===== config.mk =====
export PLATFORM = sky130hd
export DESIGN_NAME = ctm_update
export DESIGN_NICKNAME = d
export VERILOG_FILES = /design/src/rtl/ctm_pkg.sv /design/src/rtl/ctm_update.sv
export SDC_FILE = /design/constraint.sdc
export NUM_CORES = 1
export LEC_CHECK = 0
export ABC_AREA = 1
export BUFFER_PORTS_ARGS = -buffer_cell sky130_fd_sc_hd__buf_2
export CORE_AREA = 10 10 279 281
export DETAILED_ROUTE_END_ITERATION = 10
export DIE_AREA = 0 0 289 291
export GPL_TIMING_DRIVEN = 1
export PLACE_DENSITY = 0.45
export SLEW_MARGIN = 20
export SYNTH_ARGS = -nofsm -noshare
export SYNTH_HDL_FRONTEND = slang
export SYNTH_SLANG_ARGS = --single-unit

===== constraint.sdc =====
create_clock -name vclk -period 12.9
set_input_delay 3.225 -clock vclk [all_inputs]
set_output_delay 3.225 -clock vclk [all_outputs]
set_load 0.02 [all_outputs]

===== src/rtl/ctm_pkg.sv =====
// ----------------------------------------------------------------------------
// ctm_pkg
// Shared types and constants of the component timing monitor.
// ----------------------------------------------------------------------------
`default_nettype none

package ctm_pkg;

    localparam int NUM_COMPONENTS_DEF = 13;
    localparam int COMP_W             = 4;
    localparam int TIME_W             = 32;
    localparam int CFG_IDX_W          = 1;

    localparam logic [TIME_W-1:0] SLOW_THRESHOLD_RST = 32'd50000;
    localparam logic [TIME_W-1:0] ALERT_INTERVAL_RST = 32'd10000;
    localparam logic [TIME_W-1:0] COUNT_MAX          = '1;

    typedef enum logic [0:0] {
        OP_RECORD = 1'b0,
        OP_READ   = 1'b1
    } ctm_op_t;

    typedef enum logic [CFG_IDX_W-1:0] {
        REG_SLOW_THRESHOLD = 1'b0,
        REG_ALERT_INTERVAL = 1'b1
    } ctm_reg_t;

    // One table entry, stored as a single memory word.
    typedef struct packed {
        logic [TIME_W-1:0] latest;
        logic [TIME_W-1:0] peak;
        logic [TIME_W-1:0] slow_count;
        logic [TIME_W-1:0] slow_dur;
        logic [TIME_W-1:0] slow_time;
        logic [TIME_W-1:0] alert_time;
    } ctm_entry_t;

    localparam int ENTRY_W = $bits(ctm_entry_t);

    typedef struct packed {
        logic              should_alert;
        logic [TIME_W-1:0] run_us;
        logic [TIME_W-1:0] latest_us;
        logic [TIME_W-1:0] peak_us;
        logic [TIME_W-1:0] slow_total;
        logic [TIME_W-1:0] latest_slow_us;
        logic [TIME_W-1:0] slow_age_ms;
    } ctm_result_t;

endpackage

`default_nettype wire


===== src/rtl/ctm_update.sv =====
// ----------------------------------------------------------------------------
// ctm_update
// Entry update: duration, peak, slow counting, alert pacing and slow age.
// ----------------------------------------------------------------------------
`default_nettype none

module ctm_update
    import ctm_pkg::*;
(
    input  wire logic [0:0]        opcode,
    input  wire ctm_entry_t        entry_cur,
    input  wire logic [TIME_W-1:0] started_us,
    input  wire logic [TIME_W-1:0] now_us,
    input  wire logic [TIME_W-1:0] now_ms,
    input  wire logic [TIME_W-1:0] slow_threshold,
    input  wire logic [TIME_W-1:0] alert_interval,
    output ctm_entry_t             entry_new,
    output ctm_result_t            result
);

    logic [TIME_W-1:0] run;
    logic [TIME_W-1:0] since_alert;
    logic              is_rec;
    logic              slow;
    logic              alert;

    always_comb
    begin
        is_rec      = (ctm_op_t'(opcode) == OP_RECORD);
        run         = now_us - started_us;
        since_alert = now_ms - entry_cur.alert_time;
        slow        = is_rec && (run > slow_threshold);
        alert       = slow && ((entry_cur.alert_time == '0) ||
                               (since_alert >= alert_interval));

        entry_new = entry_cur;
        if (is_rec)
        begin
            entry_new.latest = run;
            if (run > entry_cur.peak)
            begin
                entry_new.peak = run;
            end
        end
        if (slow)
        begin
            if (entry_cur.slow_count != COUNT_MAX)
            begin
                entry_new.slow_count = entry_cur.slow_count + TIME_W'(1);
            end
            entry_new.slow_dur  = run;
            entry_new.slow_time = now_ms;
        end
        if (alert)
        begin
            entry_new.alert_time = now_ms;
        end

        result.should_alert   = alert;
        result.run_us         = is_rec ? run : '0;
        result.latest_us      = entry_new.latest;
        result.peak_us        = entry_new.peak;
        result.slow_total     = entry_new.slow_count;
        result.latest_slow_us = entry_new.slow_dur;
        // A slow record leaves the slow time at now_ms: age is zero.
        if (slow || (entry_cur.slow_time == '0))
        begin
            result.slow_age_ms = '0;
        end
        else
        begin
            result.slow_age_ms = now_ms - entry_cur.slow_time;
        end
    end

endmodule

`default_nettype wire


* Word-level counts from Yosys, hierarchy flattened
Cells that the tools add are included.
** Word-level totals
- Flip-flop bits (word level) :: 0
- Input port bits :: 353
- Output and inout port bits :: 385
- Word-level logic and storage cells :: 22
** Operators by class
- Add/subtract/negate cells :: 4
- Magnitude comparators :: 3
- Equal/unequal tests :: 1
- Mux-type cells :: 7
- Bitwise operators :: 1
- Reduce and logical (&&, ||, !) cells :: 6
** Operator list (number)
- 32-bit 2-to-1 mux :: 5
- 96-bit 2-to-1 mux :: 1
- 32-bit subtractor :: 3
- 32-bit > comparator :: 2
- 32-bit zero test :: 2
- 64-bit 2-to-1 mux :: 1
- 32-bit by 1-bit adder with 32-bit output (second input constant) :: 1
- 32-bit >= comparator :: 1
- 32-bit inequality test (second input constant) :: 1
- 1-bit logical AND :: 2
- 1-bit logical OR :: 2
- 1-bit NOT :: 1

* Logic depth before layout (Yosys ltp)
Gate-level depths: netlist (run 1).
- Word-level depth :: 5
- Gate-level depth with buffers :: 27
- Gate-level depth less buffers :: 25

* Least setup slack after synthesis (run 1)
OpenSTA, ideal clock, no wires.
- Kind :: input to output
- From :: in now_us[0]
- To :: out result[95] (netlist bit)
- Arrival time :: 6647 ps
- Required time :: 9675 ps
- Slack :: 3028 ps
- Stages on the path :: 24
- Buffers on the path :: 3
- Cell sequence :: inv_1 ha_1 inv_1 fa_1 nand3_1 nand2_1 nand2_1 nand2_1 nand2_1 nand3_1 nand2_1 nand2_1 nand2_1 nand2_1 ha_1 nand2_1 o21a_1 nand2_1 a21oi_1 a21oi_4 buf_6 buf_4 o21ai_0 buf_4
** RTL lines
- start: declaration :: line ctm_update.sv:13 : input wire logic [TIME_W-1:0] now_us,
- end: declaration :: line ctm_update.sv:18 : output ctm_result_t result

==> results of run 1 <==
through the flow:
stage	setup WS (ps)	hold slack, ps
final	1530	6790
after global routing	1230	6810
after CTS	1480	6790
after detailed placement	1500	6790
after global placement	1510	6790
after floorplan	3030	6620
worst max-delay path, stage by stage:
cell and delay (ps):
buf_2 100, inv_1 40, ha_1 180, inv_1 100, fa_1 440, nand3_1 110, nand2_1 140, nand2_1 100
nand2_1 130, xor2_1 620, inv_1 210, ha_1 330, nand2_1 60, nor2_1 150, nand4_1 100, nor2b_1 360
nand2_1 120, nand2_2 110, inv_2 70, nand2_4 340, nand2_1 390, buf_4 350, nor2_1 150, buf_2 180
placed cells by master (no fill, tap or decap), types with 2 or more instances in the layout:
cell      count
nand3_1     140
xor2_1       53
a21o_1        7
nand3b_1     13
buf_2       738
nand4_1      42
nand2_1     844
inv_1       379
buf_4        18
nor2_1      242
o21bai_1     11
nor2_2       12
o21a_1       10
a21boi_0      4
diode_2      10
o21ai_0     134
xnor2_1      38
nand3_2       2
o21ai_1      24
a31oi_1       3
nand2_2       3
inv_2         2
ha_1        190
a21oi_1     160
nor4_1        9
nor3_1       43
fa_1          3
final timing paths:
path,end,slack [ps],depth (start not counted)
hold / removal,result[54],6790,4
setup / recovery,result[17],1530,24
where the power goes:
part	total (W)	switching (W)	internal, W
Combinational	0.00139	0.000977	0.000414
Clock	0.000000000104	0	0.000000000104
Sequential	0	0	0
metal layers:
| metal | share of wire [%] | vias up | track usage (%) |
|---|---|---|---|
| met5 | 0.030 | - | 0 |
| met4 | 3.5 | 4 | 6.24 |
| met3 | 7.1 | 83 | 3.39 |
| met2 | 47 | 751 | 33.0 |
| met1 | 42 | 8136 | 23.5 |
| li1 | - | 9184 | - |
cells by family (layout without fill, tap and decap cells):
family,count (synthesis),after routing
xor+xnor,91,91
compound gates,355,355
other cells,0,10
fa+ha+maj,193,193
simple gates,1356,1356
buf+inv,564,1139
final cells by class:
cell class | instances | area, um2 | share of cell area (%)
inverter | 382 | 1440 | 8.35
timing repair buffer | 757 | 3850 | 22.4
antenna | 10 | 25.0 | 0.146
multi-input combinational | 1995 | 10700 | 62.1
tap | 959 | 1200 | 6.98
==> results summary, run 1 <==
Once the clock tree was built, the resizer swapped 0 gates to a different size. The initial core utilization is 18.5%. The number of sequential storage elements came out at 0. The initial antenna violation count came to 15. The relative area change from synthesis to final layout came out at 28.4%. The number of warning messages in the yosys log is 0. The iteration-0 DRC count of the detailed router came out at 1126. After filler insertion, the fill cell instance count of the layout stands at 8656. The post-route cell area is 17200 um2. Detailed routing inserted a total of 18200 vias. The hold violation total from the final report came out at 0. For the pin with the worst max-slew slack, the measured transition is 973 ps. The post-DP HPWL came out at 77400 um. During placement, the flow inserted port buffers numbering 738. The remaining antenna violation count after routing came out at 0. The count of cell types in the netlist came out at 38. The count of standard-cell rows is 99.

The adder-cell share of the synthesized area came out at 18.2%. Measured against the total synthesized area, the mux share comes to 0%. The synthesized-area fraction occupied by ao, oa, aoi and oai cells came out at 14.0%.

The layout net count came out at 3682. The synthesized netlist cell count is 2559. By count the netlist is led by nand2_1 (844), inv_1 (379), nor2_1 (242). Entering global routing, the biggest net connects 100 pins.

By area, the combinational part of the netlist is dominated by simple AND/OR/NAND/NOR gates. The number of clock-tree buffers in the layout came out at 0. For this design, the CTS-stage hold fixing added 0 buffers. The post-placement cell count is 4093. For this design the static power due to leakage is 10.4 nW.

The launch point of the critical path is now_us[0]. Registers take 0 um2. The xor and xnor area share after synthesis is 5.95%. Summed over all layers, the routed wires come to 86000 um.

After synthesis the cells add up to 13400 um2. The weighted congestion reported at the end of routability-driven placement is 0.930. The total track usage is 19.1%. The critical-path maximum fanout came out at 21. The proportion of synthesized chip area in sequential cells is 0%. The hold path startpoint is entry_cur[86]. In this run the post-CTS setup repair buffer count came out at 0. The worst setup path is of the in2out kind.

nand2_1 is the most common cell in the netlist. The count of pins over their slew limit is 0. The number of top-level design ports came out at 738. Of the total synthesized cell area, the portion taken by AND, OR, NAND and NOR gates is 41.6%. After detailed routing, the number of vias per cell comes to 4.43. For this design the ratio of total power to cell area is 80.9 nW/um2. The width of the chip came out at 289 um. The tightest min-delay check is of the in2out type. Cells fill 23.8% of the core in the end. The final total negative setup slack came out at 0 ps. The share of the synthesized area in the top cell type came out at 23.6%.

The die span in y came out at 291 um. Derived from the worst setup path, the maximum achievable clock frequency is 87.9 MHz. Setup repair after global routing left no endpoint under its margin. The max-capacitance violation count is 0. The count of unresolved DRC violations after routing is 0. The global-route wire length before repair is 122000 um. The launching element type of the critical path is an input pin. The floorplan core area is 72300 um2. The net count after synthesis is 3105. The critical path capture point type is a primary output. The per-instance average area after synthesis came out at 5.24 um2. The final setup violation count is 0. The maximum vdd drop is 0.0793 mV. The final global-route overflow total is 0. Dividing the detail-routed wire length by the instance count gives 20.9 um. The die footprint came out at 84100 um2. The share of final-layout standard cells stronger than drive strength 1 is 25.0%.

The length of the first detailed-routing pass in iterations is 8. The flow ran to the end, and the final reports show no timing, DRC or antenna violations. Data on the critical path arrives at its endpoint at 8150 ps. The minimum clock period after layout is 11370 ps.

Headroom to the max-slew limit came out at 35.0%. The top cell type by total area after synthesis is nand2_1. The final critical-path share of the clock period is 88.1%.

STA puts the critical path data required time at 9680 ps. Summing all placed instances gives a cell area of 17200 um2. The count of non-filler cells in the finished layout is 4103. The via count of the first global-routing pass is 18400.

Total power for the finished layout comes to 0.00139 W. Ranked by total cell area, the synthesized netlist is headed by nand2_1 (24%), ha_1 (18%), inv_1 (11%).
Note: power is estimated with default switching activity, not from simulation.
==> run 2: changes to the inputs <==
RECOVER_POWER = 100   (was unset)
==> run 2 against run 1 <==
Utilization fell by 0.69 points. Combinational power fell by 4%. Power fell by 3.8%. Via count rose by 0.18%. Design area fell by 2.9%. Setup slack got worse by 410 ps. Critical path depth did not move.
==> results summary, run 2 (synthesis gave the netlist of run 1 again) <==
The critical-path maximum fanout came out at 21. The pre-antenna-repair detailed-routing pass consisted of 6 iterations. The via count of the first global-routing pass came out at 18400.

The minimum clock period after layout is 11780 ps. At the worst endpoint, the arrival time is 8560 ps. Dividing the detail-routed wire length by the instance count gives 20.9 um. Measured along the x axis, the die boundary spans 289 um. STA classifies the critical path startpoint as an input pin. The die covers 84100 um2.

The post-cts sizing count came out at 0. The part of the power in combinational logic is 100.0%. After floorplanning, the core was sized to cover 72300 um2. The final global-route overflow total came out at 0. The routed length on met3 is 6530 um. Timing would allow up to 84.9 MHz. The iteration-0 DRC count of the detailed router came out at 1147. The weighted congestion reported at the end of routability-driven placement came out at 0.930. IR analysis of the VDD net gives a maximum drop of 0.0710 mV.

The most common library cell in the layout ignoring fill and taps is nand2_1. The part of the total power dissipated in the clock network came out at 0%. The start-to-end type of the worst setup path is in2out.

The maximum number of pins on one net before global-route repair is 100. For this configuration, the core starts out at a cell density of 18.5%. Measured against its own limit, the worst slew margin works out to 23.5%. The switching power summed over all nets came out at 0.000981 W. Max-cap violations in this run came to 0. The global-route wire length before repair is 122000 um. The share of final-layout standard cells stronger than drive strength 1 is 13.0%. Setup violations remaining at the end of the flow were counted as 0. The internal power component came out at 0.000358 W. The leakage power total is 9.31 nW. Wires add up to 85800 um. The detail-routed via count per cell is 4.43. The count of unresolved DRC violations after routing is 0.

Leaving out fill and tap cells, the most frequent cells in the layout are nand2_1 (844), inv_1 (379), buf_2 (375). The number of sequential storage elements came out at 0. The buffer count from post-CTS setup fixing is 0.

Overall power consumption after layout is estimated at 0.00134 W. The count of pins over their slew limit came out at 0. The flow ran to the end, and the final reports show no timing, DRC or antenna violations.

The hold violation total from the final report was 0. The routed design uses 40200 um of met2 wire. At the pin with the least slew margin, the transition time is 1150 ps. The total of hold buffers inserted after clock tree synthesis is 0. The remaining antenna violation count after routing is 0.

After the last flow step, the layout net total stands at 3682. The sequential fraction of design power came out at 0%. The total number of vias came out at 18200.

The final total negative setup slack came out at 0 ps. After floorplanning, the core was divided into 99 placement rows. The die span in y is 291 um. In this run the power density over the cells is 80.2 nW/um2. The initial antenna violation count is 15.

The flip-flop and latch area is 0 um2. Setup repair after global routing left no endpoint under its margin. The worst setup path is captured at a primary output. Global routing used 19.1% of the available tracks across all layers. The met1 wire length is 36000 um.

The final critical-path share of the clock period is 91.3%. The share of total power consumed by net switching is 73.2%. The highest layer touched by signal routing is met5. From synthesis to final layout, the design area changed by 24.6%. In the finished layout, the clock tree contains a buffer count of 0.

The post-DP HPWL came out at 77400 um. The critical path required time is 9680 ps. The type of the tightest min-delay check is in2out. The number of I/O port buffers is 738.

In this run the count of I/O pins placed on the die edge is 738.
run 2: cell count changes in the layout (fill, tap and decap cells not counted), sizes merged:
| cell | delta |
|---|---|
| buf | -370 |
| clkbuf | +370 |
run 2: power groups by stage:
stage / clock, W / combinational [W] / sequential (W)
2_1_floorplan: 0 / 0.000923 / 0
3_5_place_dp: 0 / 0.00140 / 0
4_1_cts: 0 / 0.00141 / 0
5_1_grt: 0.0000000000937 / 0.00147 / 0
6_report: 0.000000000104 / 0.00134 / 0
3_3_place_gp: 0 / 0.00140 / 0
run 2: worst paths after layout:
kind | slack [ps] | startpoint | end | cells after the start
max | 1120 | now_us[0] | result[10] | 24
min | 6810 | entry_cur[87] | result[55] | 4
run 2: final cells by class:
cell class	count	area [um2]
diodes	10	25.0
fillers	8868	55600
inverters	382	1440
multi-input cells	1995	10700
well taps	959	1200
repair buffers	757	3370
run 2: layer usage:
layer | vias up | track usage (%)
li1 | 9194 | -
met1 | 8106 | 23.5
met2 | 794 | 33.0
met3 | 91 | 3.39
met5 | - | 0
met4 | 6 | 6.24
run 2: metrics by stage:
step	cells	hold WS (ps)	util [%]	worst slack, ps	cell area [um2]
final	4103	6810	23.1	1120	16700
after global routing	4102	6830	23.1	729	16700
after CTS	4093	6790	23.7	1480	17200
after detailed placement	4093	6790	23.7	1500	17200
after global placement	4093	6790	23.7	1510	17200
after floorplan	2559	6620	-	3030	13400
run 2: critical path, stage by stage:
cell and delay, ps:
buf_2 100, inv_1 40, ha_1 190, inv_1 100, fa_1 440, nand3_1 110
nand2_1 140, nand2_1 100, nand2_1 130, xor2_1 620, inv_1 210, ha_1 340
nand2_1 60, nor2_1 150, nand4_1 100, nor2b_1 360, nand2_1 120, nand2_2 90
inv_2 60, nand2_4 330, nand2_1 360, clkbuf_1 550, nor2_2 200, clkbuf_1 400
