`src/rtl/ctm_ram.sv`:
```
// ----------------------------------------------------------------------------
// ctm_ram
// Generic single-write, single-read RAM with registered read data.
// ----------------------------------------------------------------------------
`default_nettype none

module ctm_ram #(
    parameter int WIDTH = 32,
    parameter int DEPTH = 16,
    parameter int AW    = (DEPTH > 1) ? $clog2(DEPTH) : 1
) (
    input  wire logic             clk,
    input  wire logic             we,
    input  wire logic [AW-1:0]    waddr,
    input  wire logic [WIDTH-1:0] wdata,
    input  wire logic             re,
    input  wire logic [AW-1:0]    raddr,
    output logic      [WIDTH-1:0] rdata
);

    logic [WIDTH-1:0] mem [DEPTH];
    logic [WIDTH-1:0] rdata_reg;

    // Read during write to the same address returns the old word.
    always_ff @(posedge clk)
    begin
        if (we)
        begin
            mem[waddr] <= wdata;
        end
        if (re)
        begin
            rdata_reg <= mem[raddr];
        end
    end

    assign rdata = rdata_reg;

endmodule

`default_nettype wire

```
`config.mk`:
```
export PLATFORM = sky130hd
export DESIGN_NAME = ctm_ram
export DESIGN_NICKNAME = d
export VERILOG_FILES = /design/src/rtl/ctm_ram.sv
export SDC_FILE = /design/constraint.sdc
export NUM_CORES = 1
export LEC_CHECK = 0
export ABC_AREA = 1
export BUFFER_PORTS_ARGS = -buffer_cell sky130_fd_sc_hd__buf_2
export CAP_MARGIN = 5
export CORE_UTILIZATION = 60
export CTS_CLUSTER_DIAMETER = 120
export CTS_CLUSTER_SIZE = 14
export DETAILED_ROUTE_END_ITERATION = 8
export PLACE_DENSITY = 0.87
export SLEW_MARGIN = 10
export SYNTH_ARGS = -nofsm -noshare
export SYNTH_HDL_FRONTEND = slang
export SYNTH_SLANG_ARGS = --single-unit
```
`constraint.sdc`:
```
create_clock -name clk -period 2.6 [get_ports clk]
set_input_delay 0 -clock clk [delete_from_list [all_inputs] [get_ports clk]]
set_output_delay 0 -clock clk [all_outputs]
set_load 0.02 [all_outputs]
```
### Yosys cells after proc, flatten, opt, wreduce, memory -nomap -nowiden

Memory sizes are Yosys's and may differ from the RTL's. A register that Yosys moved wholly into a read port is not among the register bits.
Index checks and enable logic that the tools add are counted.

| storage, ports and cells | value |
|---|---|
| memories | 1 |
| output and inout port bits | 32 |
| logic and storage cells | 3 |
| bits in writable memories | 512 |
| bits in registers | 0 |
| bits of input ports | 43 |

Memory list:

| memory | words | bits a word | read ports | clocked after memory_dff | wr ports | line | text |
|---|---|---|---|---|---|---|---|
| mem | 16 | 32 | 1 | 1 | 1 | 21 | `logic [WIDTH-1:0] mem [DEPTH];` |

| cells by class | value |
|---|---|
| multiplexer cells | 2 |

Operators with widths:

| operator | count |
|---|---|
| 1-bit two-way mux | 2 |

### Longest topological paths before layout

Gate-level depths: netlist of run 1.

| depth | value |
|---|---|
| depth after elaboration | 2 |
| mapped depth | 10 |
| gate-level depth less buffers | 7 |

### Worst setup path after synthesis of run 1

OpenSTA, ideal clock, no wires.

| timing | value |
|---|---|
| path kind | input-to-reg |
| from | input waddr[2] |
| to | memory mem[10][0] (enable) |
| stages | 2 |
| library setup time | 0.421 ns |
| data arrival time | 1.572 ns |
| slack | 0.607 ns |
| data required time | 2.179 ns |
| cells stage by stage | nand3b_1 nor2_1 |

RTL lines:

| item | line | text |
|---|---|---|
| start: declaration | 14 | `input wire logic [AW-1:0] waddr,` |
| end: declaration | 21 |  |

Straight into the memory's write port.

==> impl_metrics.tcl, run 1 <==
set metrics [dict create \
    io_pins 75 \
    netSwitchingPower_uw 3730 \
    ys_async_sr_fraction 0 \
    timing.final.crit_share 0.470 \
    syn_inst 2120 \
    seqPwrFrac 0.584 \
    yosys.area.top_type_share 0.709 \
    synth_seq_cells 544 \
    dr_wl_met2_um 26800 \
    ys_types 14 \
    clock.fmax_ghz 0.818 \
    stdcell_count 2713 \
    avgViaCountPerCell 5.75 \
    clockBufferDepth 3 \
    yosys-top-cells-count "nand2_1, edfxtp_1, inv_1" \
    worst_ir_drop_vdd_uv 572 \
    clk_latency_ns 0.56 \
    core_area_sq_um 37800 \
    leakagePower_uw 0.0107 \
    path_clk_slew_ns 0.07 \
    cts_resized 0 \
    fill_cells 2438 \
    synth_edf_count 544 \
    cp-start-kind "flop" \
    cts.sinks 544 \
    gp_congestion 0.835 \
    synth.largest_area_cell "edfxtp_1" \
    wirelength_um 55200 \
    drv_cap 0 \
    detailed_place.area_sq_um 24000 \
    cts_buffers 44 \
    end_kind "flop" \
    rr_endpoint "rdata[17]" \
    cts_root_buf "clkbuf_16" \
    drive_above_1_share 0.0786 \
    hold_depth 1 \
    hold_buffers 32 \
    required_ns 2.90 \
    dp_cells 2635 \
    cts_max_level 2 \
    reg2reg_slack_ns 1.38 \
    final_area_sq_um 25400 \
    avgRoutedWirePerCell_um 20.3 \
    initial_core_util 0.611 \
    finalCriticalPeriod_ns 1.22 \
    die_w_um 198 \
    syn_avg_cell_area_sq_um 10.9 \
    synth.area.top_cells "edfxtp_1, nand2_1, nand3_1, inv_1, buf_6" \
    syn2layout_area_growth_pct 10.3 \
    p_int_uw 13300 \
    dr.pass1.iters 6 \
    die_y_um 198 \
    finalMaxSlewViolations 0 \
    drt_iter0_drc 2049 \
    grt_usage 0.290 \
    yosysMostFrequentCell "nand2_1" \
    path_max_fanout 1 \
    hold-worst-slack_ns 0.0282 \
    grt_pass1_vias 15800 \
    swShare 0.220 \
    dp_hpwl_um 28700 \
    hold-path-endpoint "rdata[30]" \
    fin_worst_skew_ns 0.0148 \
    worstMarginPinSlew_ns 0.724 \
    setup-violations-final 0 \
    io_buffers 74 \
    synthFlopType "edfxtp_1" \
    tns_ns 0 \
    ys_warn_count 0 \
    grt_overflow 0 \
    rsz0062_at_grt "no" \
    hold_path.class "input port to flop" \
    crit_type "flop to flop" \
    wl_met1_um 19500 \
    dieArea_sq_um 39200 \
    r2r_cells 6 \
    power.density_nw_per_um2 669 \
    routed-wl-met3_um 6660 \
    combPwrFrac 0.072 \
    grt_max_degree 142 \
    vias 15600 \
    n_antenna_cell 0 \
    ys_seq_area_frac 0.709 \
    hold_start "re" \
    final_antenna_net_count 0 \
    r2r-start "mem[9][17]" \
    cts_tree "built" \
    grt_pass1_wl_um 84900 \
    hold_violations 0 \
    critPathArrivalTime_ns 1.53 \
    cts_setup_buffers 0 \
    rows 71 \
    layout.nets 2245 \
    antenna_found_initial 1 \
    drc 0 \
    status "completed" \
    pwr-share-clk 0.344 \
    slew_headroom 0.517 \
    largest_reg_flops 512 \
    synthesis.nets 2163 \
    syn_area_sq_um 23100 \
    routed.top_layer "met5" \
]
==> critical path, cell delays in order, from the launching register on <==
cell and delay, ns:
edfxtp_1 0.37, inv_1 0.09, nand2_1 0.08, nand3_1 0.15, nand3_1 0.09, nand3_1 0.10
nand2_1 0.08
==> area by class of cell <==
class / instances / area (sq um) / area share
timing repair buffer: 141 / 1190 / 0.0467
clock inverter: 1 / 3.75 / 0.000148
multi-input combinational: 1081 / 4670 / 0.184
clock buffer: 45 / 1130 / 0.0443
inverter: 390 / 1470 / 0.0579
tap: 511 / 639 / 0.0251
sequential: 544 / 16300 / 0.642
==> stage by stage <==
stage,setup WS [ns],utilization,power (uW)
6_report,1.38,0.674,17000
5_1_grt,1.33,0.674,17400
4_1_cts,1.38,0.674,17000
3_5_place_dp,0.912,0.635,11300
3_3_place_gp,0.969,0.635,11200
2_1_floorplan,0.607,-,10800
==> power by group through the flow <==
stage | Clock, uW | Combinational (uW) | Sequential (uW)
6_report | 5840 | 1230 | 9940
5_1_grt | 6140 | 1330 | 9950
3_3_place_gp | 0 | 1100 | 10100
4_1_cts | 5850 | 1210 | 9940
2_1_floorplan | 0 | 669 | 10200
3_5_place_dp | 0 | 1160 | 10100
==> worst max path at each step <==
stage / from / to / depth (start not counted)
final: mem[9][17] / rdata[17] / 6
after global routing: mem[5][9] / rdata[9] / 6
after CTS: mem[9][17] / rdata[17] / 6
after detailed placement: waddr[3] / mem[4][6] / 4
after global placement: waddr[3] / mem[4][8] / 4
after floorplan: waddr[2] / mem[10][0] / 2
==> logic make-up after synthesis <==
group | count (synthesis) | synth area share
buffers and inverters | 495 | 0.0941
and+or+nand+nor | 1081 | 0.197
DFF | 544 | 0.709
==> routing by layer <==
metal,vias to the layer above,global-route usage
met4,2,0.143
met5,-,0
met1,7338,0.372
met2,1088,0.480
li1,6999,-
met3,170,0.0497
==> cell usage in the layout (no fill, tap or decap) <==
cell type      netlist  layout
buf_12               1      18
buf_2               41      72
buf_4                6      18
buf_6               29       1
clkbuf_16            0      45
clkinv_1             0       1
dlygate4sd3_1        0      32
edfxtp_1           544     544
inv_1              388     387
inv_2                1       1
inv_4                1       1
inv_6                0       1
nand2_1            677     677
nand3_1            385     385
nand3b_1             2       2
nor2_1              17       1
nor2_4               0      16
(Power assumes the default switching activity.)
==> run 2: changes to the inputs <==
--- a/config.mk
+++ b/config.mk
@@ -5,14 +5,14 @@
 export SDC_FILE = /design/constraint.sdc
 export NUM_CORES = 1
 export LEC_CHECK = 0
-export ABC_AREA = 1
+export ABC_AREA = 0
 export BUFFER_PORTS_ARGS = -buffer_cell sky130_fd_sc_hd__buf_2
 export CAP_MARGIN = 5
-export CORE_UTILIZATION = 60
+export CORE_UTILIZATION = 55
 export CTS_CLUSTER_DIAMETER = 120
 export CTS_CLUSTER_SIZE = 14
 export DETAILED_ROUTE_END_ITERATION = 8
-export PLACE_DENSITY = 0.87
+export PLACE_DENSITY = 0.85
 export SLEW_MARGIN = 10
 export SYNTH_ARGS = -nofsm -noshare
 export SYNTH_HDL_FRONTEND = slang
==> constraint.sdc (replaced) <==
create_clock -name clk -period 1.05 [get_ports clk]
set_input_delay 0 -clock clk [delete_from_list [all_inputs] [get_ports clk]]
set_output_delay 0 -clock clk [all_outputs]
set_load 0.02 [all_outputs]
==> run 2 against run 1 <==
Against the previous run:
- the run now ends with design-rule violations, negative setup slack left
- global-route usage shrank 3.4 points
- maximum frequency shrank 17%
- combinational power increased by 140%
==> impl_metrics.tcl, run 2 <==
set metrics [dict create \
    slew_headroom 0.664 \
    drc 8 \
    synth.largest_area_cell "edfxtp_1" \
    cts_max_level 2 \
    avgRoutedWirePerCell_um 31.1 \
    vias 9899 \
    path_max_fanout 1 \
    violations "design-rule violations, negative setup slack" \
    cts_root_buf "clkbuf_16" \
    critPathMaxStageDelay_ns 0.52 \
    dieArea_sq_um 37500 \
    drv_cap 0 \
    gr-usage-met2 0.424 \
    cts_tree "built" \
    worstPathCellList "mux4_2, a22oi_2, nand2_1" \
    layout_common_cells "edfxtp_1, mux4_2, a22oi_2" \
    rr_endpoint "rdata[21]" \
    synthFlopType "edfxtp_1" \
    worst_ir_drop_vdd_uv 1560 \
    critPathSlowestCell "mux4_2" \
    stdcell_count 1502 \
    final_antenna_net_count 0 \
    r2r_cells 3 \
    layout.nets 1082 \
    startpoint "mem[11][21]" \
    worstMarginPinSlew_ns 0.503 \
    io_pins 75 \
    core_area_sq_um 35800 \
    io_buffers 74 \
    synthesis.nets 881 \
    crit_end "rdata[21]" \
    cts_setup_buffers 0 \
    final_common_cell "edfxtp_1" \
    crit_buf_inv 0 \
    cp-start-kind "flop" \
    hold_violations 0 \
    synth.area.top_cells "edfxtp_1, mux4_2, a22oi_1, nand2_1, buf_4" \
    required_ns 1.34 \
    r2r-start "mem[11][21]" \
    ys_warn_count 0 \
    met3_usage 0.0417 \
    hold_path.class "input port to flop" \
    timing.final.crit_share 1.40 \
    grt_pass1_wl_um 68400 \
    grt_use_met1 0.342 \
    tns_ns -13.18 \
    die_w_um 194 \
    cp_top_family "multiplexers" \
    dp_cells 1421 \
    yosys-top-cells-count "edfxtp_1, mux4_2, a22oi_1" \
    drt_iter0_drc 1163 \
    finalMaxSlewViolations 0 \
    syn_inst 838 \
    rows 69 \
    power.density_nw_per_um2 1730 \
    cts_buffers 44 \
    die_y_um 194 \
    status "finished, violations left" \
    gp_congestion 0.749 \
    hold_start "waddr[3]" \
    leakagePower_uw 0.00782 \
    setup-violations-final 64 \
    avgViaCountPerCell 6.59 \
    hold-worst-slack_ns 0.0655 \
    clock.fmax_ghz 0.678 \
    cp_num_cells 3 \
    largest_reg_flops 512 \
    wirelength_um 46700 \
    syn_area_sq_um 20200 \
    syn2layout_area_growth_pct 20.6 \
    synth_edf_count 544 \
    rsz0062_at_grt "yes" \
    yosys.area.top_type_share 0.810 \
    dp_hpwl_um 26100 \
    path_clk_slew_ns 0.07 \
    layout_setup_ws_ns -0.424 \
    synth_seq_cells 544 \
    grt_usage 0.256 \
    clockBufferDepth 3 \
    grt_pass1_vias 10600 \
    finish.utilization 0.679 \
    initial_core_util 0.563 \
    syn_avg_cell_area_sq_um 24.1 \
    drive_above_1_share 0.402 \
    dr.pass1.iters 9 \
    ys_seq_area_frac 0.810 \
    clk_latency_ns 0.57 \
    reg2reg_slack_ns -0.42 \
    ys_types 17 \
    ys_async_sr_fraction 0 \
    crit_type "flop to flop" \
    yosysMostFrequentCell "edfxtp_1" \
    antenna_found_initial 1 \
    n_antenna_cell 0 \
    grt-busiest-layer "met2" \
    fin_worst_skew_ns 0.0211 \
    fill_cells 2064 \
    grt_max_degree 33 \
    end_kind "flop" \
    finalCriticalPeriod_ns 1.47 \
    critPathArrivalTime_ns 1.76 \
    grt_overflow 0 \
    cts.sinks 544 \
]
-- run 2: cell types whose count changed after synthesis, sizes merged, moves of 3 or more --
cell,delta
mux4,+128
a22oi,+64
inv,-390
buf,-65
nor3,+4
nand2,-644
nor2,-4
nand3,-384
clkbuf,+3
-- run 2: layer usage --
metal / part of all wire / routed length, um / vias to the layer above
met5: 0.00028 / 13 / -
met4: 0.035 / 1610 / 2
met3: 0.096 / 4490 / 114
met2: 0.51 / 23800 / 621
met1: 0.36 / 16800 / 5191
li1: - / - / 3971
-- run 2: cell families after synthesis --
kind of cell           count (synthesis)  synth area share
and+or+nand+nor                       59            0.0125
buffers and inverters                 43            0.0110
muxes                                128             0.143
DFF                                  544             0.810
AOI/OAI and AO/OA                     64            0.0238
-- run 2: power by group --
group	total [uW]	switching, uW	leakage [uW]	internal, uW
Sequential	24700	195	0.00494	24500
Clock	14500	7050	0.000564	7460
Combinational	2960	1580	0.00231	1380
-- run 2: timing repair --
action / CTS / global route
hold buffers: 33 / 0
endpoints found under the setup margin: 64 / 64
hold endpoints to repair: 544 / 0
gates resized for setup: 81 / 26
pin swaps: 2 / 0
gates cloned: 0 / 0
-- run 2: worst min-delay path: stages --
cell and delay (ns):
buf_2 0.13, nand3_4 0.10, nor3_4 0.06, buf_12 0.15
-- run 2: area by class of cell --
| cell class | count | area [sq um] | area share |
|---|---|---|---|
| Sequential cell | 544 | 16300 | 0.671 |
| Clock buffer | 44 | 1100 | 0.0452 |
| Tap cell | 461 | 577 | 0.0237 |
| Multi-Input combinational cell | 251 | 4070 | 0.167 |
| Timing Repair Buffer | 198 | 2200 | 0.0905 |
| Clock inverter | 4 | 52.6 | 0.00216 |
-- run 2: metrics by stage --
stage | cell area, sq um | setup WS (ns) | total power (uW)
6_report | 24300 | -0.424 | 42100
5_1_grt | 24300 | -0.425 | 43300
4_1_cts | 24200 | -0.425 | 42200
3_5_place_dp | 22400 | -0.575 | 27700
3_3_place_gp | 22400 | -0.514 | 27500
2_1_floorplan | 20500 | -0.659 | 26400
-- run 2: worst min-delay path by stage --
stage                              to  depth (start not counted)
after floorplan             mem[0][0]                          0
after CTS                 mem[12][11]                          4
after global placement     mem[7][28]                          1
after detailed placement   mem[7][28]                          1
after global routing      mem[12][11]                          4
final                     mem[12][11]                          4
==> run 3: changes to the inputs <==
--- a/config.mk
+++ b/config.mk
@@ -13,6 +13,7 @@
 export CTS_CLUSTER_SIZE = 14
 export DETAILED_ROUTE_END_ITERATION = 8
 export PLACE_DENSITY = 0.85
+export SKIP_CTS_REPAIR_TIMING = 1
 export SLEW_MARGIN = 10
 export SYNTH_ARGS = -nofsm -noshare
 export SYNTH_HDL_FRONTEND = slang
==> run 3 against run 2 <==
Against the previous run:
- flip-flop and latch count stayed put
- worst setup slack better by 0.014 ns
- critical path type unchanged
- highest routed layer unchanged
- power hardly changed
- via count hardly changed
- the flow still finishes with violations (design-rule violations, negative setup slack)
==> impl_metrics.tcl, run 3 (synthesis results as in run 2) <==
set metrics [dict create \
    status "finished, violations left" \
    violations "design-rule violations, negative setup slack" \
    syn2layout_area_growth_pct 20.6 \
    grt_pass1_wl_um 67800 \
    layout_setup_ws_ns -0.411 \
    worstPathCellList "mux4_2, a22oi_2, nand2_1" \
    grt_pass1_vias 10400 \
    n_antenna_cell 0 \
    clk_latency_ns 0.57 \
    worst_ir_drop_vdd_uv 1560 \
    finalMaxSlewViolations 0 \
    drt_iter0_drc 1155 \
    layout_common_cells "edfxtp_1, mux4_2, a22oi_2" \
    rows 69 \
    antenna_found_initial 1 \
    crit_buf_inv 0 \
    path_clk_slew_ns 0.07 \
    layout.nets 1082 \
    seqPwrFrac 0.585 \
    die_y_um 194 \
    final_area_sq_um 24300 \
    hold_path.class "input port to flop" \
    path_max_fanout 1 \
    vias 9906 \
    dp_hpwl_um 26100 \
    crit_type "flop to flop" \
    finalCriticalPeriod_ns 1.46 \
    drive_above_1_share 0.402 \
    core_area_sq_um 35800 \
    hold_violations 0 \
    clock.fmax_ghz 0.685 \
    largest_reg_flops 512 \
    dieArea_sq_um 37500 \
    detailed_place.area_sq_um 22400 \
    clockBufferDepth 3 \
    drc 8 \
    cts_root_buf "clkbuf_16" \
    drv_cap 0 \
    critPathSlowestCell "mux4_2" \
    combPwrFrac 0.070 \
    die_w_um 194 \
    leakagePower_uw 0.00782 \
    avgRoutedWirePerCell_um 30.8 \
    netSwitchingPower_uw 8810 \
    fin_worst_skew_ns 0.0230 \
    critPathArrivalTime_ns 1.76 \
    gp_congestion 0.749 \
    grt_overflow 0 \
    cts.sinks 544 \
    fill_cells 2066 \
    io_pins 75 \
    setup-violations-final 64 \
    rsz0062_at_grt "yes" \
    swShare 0.209 \
    pwr-share-clk 0.345 \
    cts_buffers 44 \
    cts_tree "built" \
    power.density_nw_per_um2 1730 \
    cts_max_level 2 \
    initial_core_util 0.563 \
    io_buffers 74 \
    avgViaCountPerCell 6.60 \
    tns_ns -13.19 \
    grt_usage 0.254 \
    dr.pass1.iters 9 \
    final_common_cell "edfxtp_1" \
    critPathMaxStageDelay_ns 0.52 \
    wirelength_um 46300 \
    final_antenna_net_count 0 \
    required_ns 1.35 \
    end_kind "flop" \
    cp-start-kind "flop" \
    grt_max_degree 33 \
    timing.final.crit_share 1.39 \
    cp_top_family "multiplexers" \
    slew_headroom 0.674 \
    finish.utilization 0.679 \
    p_int_uw 33300 \
    worstMarginPinSlew_ns 0.489 \
]
[run 3: cell type report]
cell class | instances | area (sq um) | area share
Timing Repair Buffer | 198 | 2200 | 0.0902
Clock inverter | 4 | 52.6 | 0.00216
Sequential cell | 544 | 16300 | 0.671
Tap cell | 461 | 577 | 0.0237
Multi-Input combinational cell | 251 | 4070 | 0.167
Clock buffer | 44 | 1100 | 0.0453
[run 3: through the flow]
| step | hold WS (ns) | worst slack (ns) | instances | total power (uW) |
|---|---|---|---|---|
| 4_1_cts | -0.213 | -0.455 | 1469 | 41900 |
| 6_report | 0.0691 | -0.411 | 1502 | 42100 |
| 5_1_grt | 0.0630 | -0.425 | 1502 | 43200 |
| 3_3_place_gp | 0.363 | -0.514 | 1421 | 27500 |
| 2_1_floorplan | 0.0989 | -0.659 | 838 | 26400 |
| 3_5_place_dp | 0.373 | -0.575 | 1421 | 27700 |
[run 3: worst register-to-register path, cell delays in order (launching register included)]
cell	delay, ns
edfxtp_1	0.41
mux4_2	0.52
a22oi_2	0.18
nand2_1	0.11
[run 3: routing by layer]
layer / GRT usage / routed length, um
met4: 0.103 / 1520
met3: 0.0422 / 4270
met1: 0.341 / 16900
met2: 0.422 / 23600
met5: 0 / 13
[run 3: path summary, 6_finish.rpt]
path,end,startpoint,slack (ns),depth (start not counted)
max,rdata[21],mem[11][21],-0.41,3
min,mem[12][6],waddr[3],0.07,4
max reg2reg,rdata[21],mem[11][21],-0.41,3
min reg2reg,rdata[17],mem[14][17],0.74,3
[run 3: power groups by stage]
stage | Combinational (uW) | Sequential (uW) | Clock, uW
5_1_grt | 3100 | 24700 | 15500
6_report | 2950 | 24700 | 14500
3_5_place_dp | 2580 | 25100 | 0
2_1_floorplan | 1270 | 25200 | 0
3_3_place_gp | 2480 | 25000 | 0
4_1_cts | 2610 | 24600 | 14700
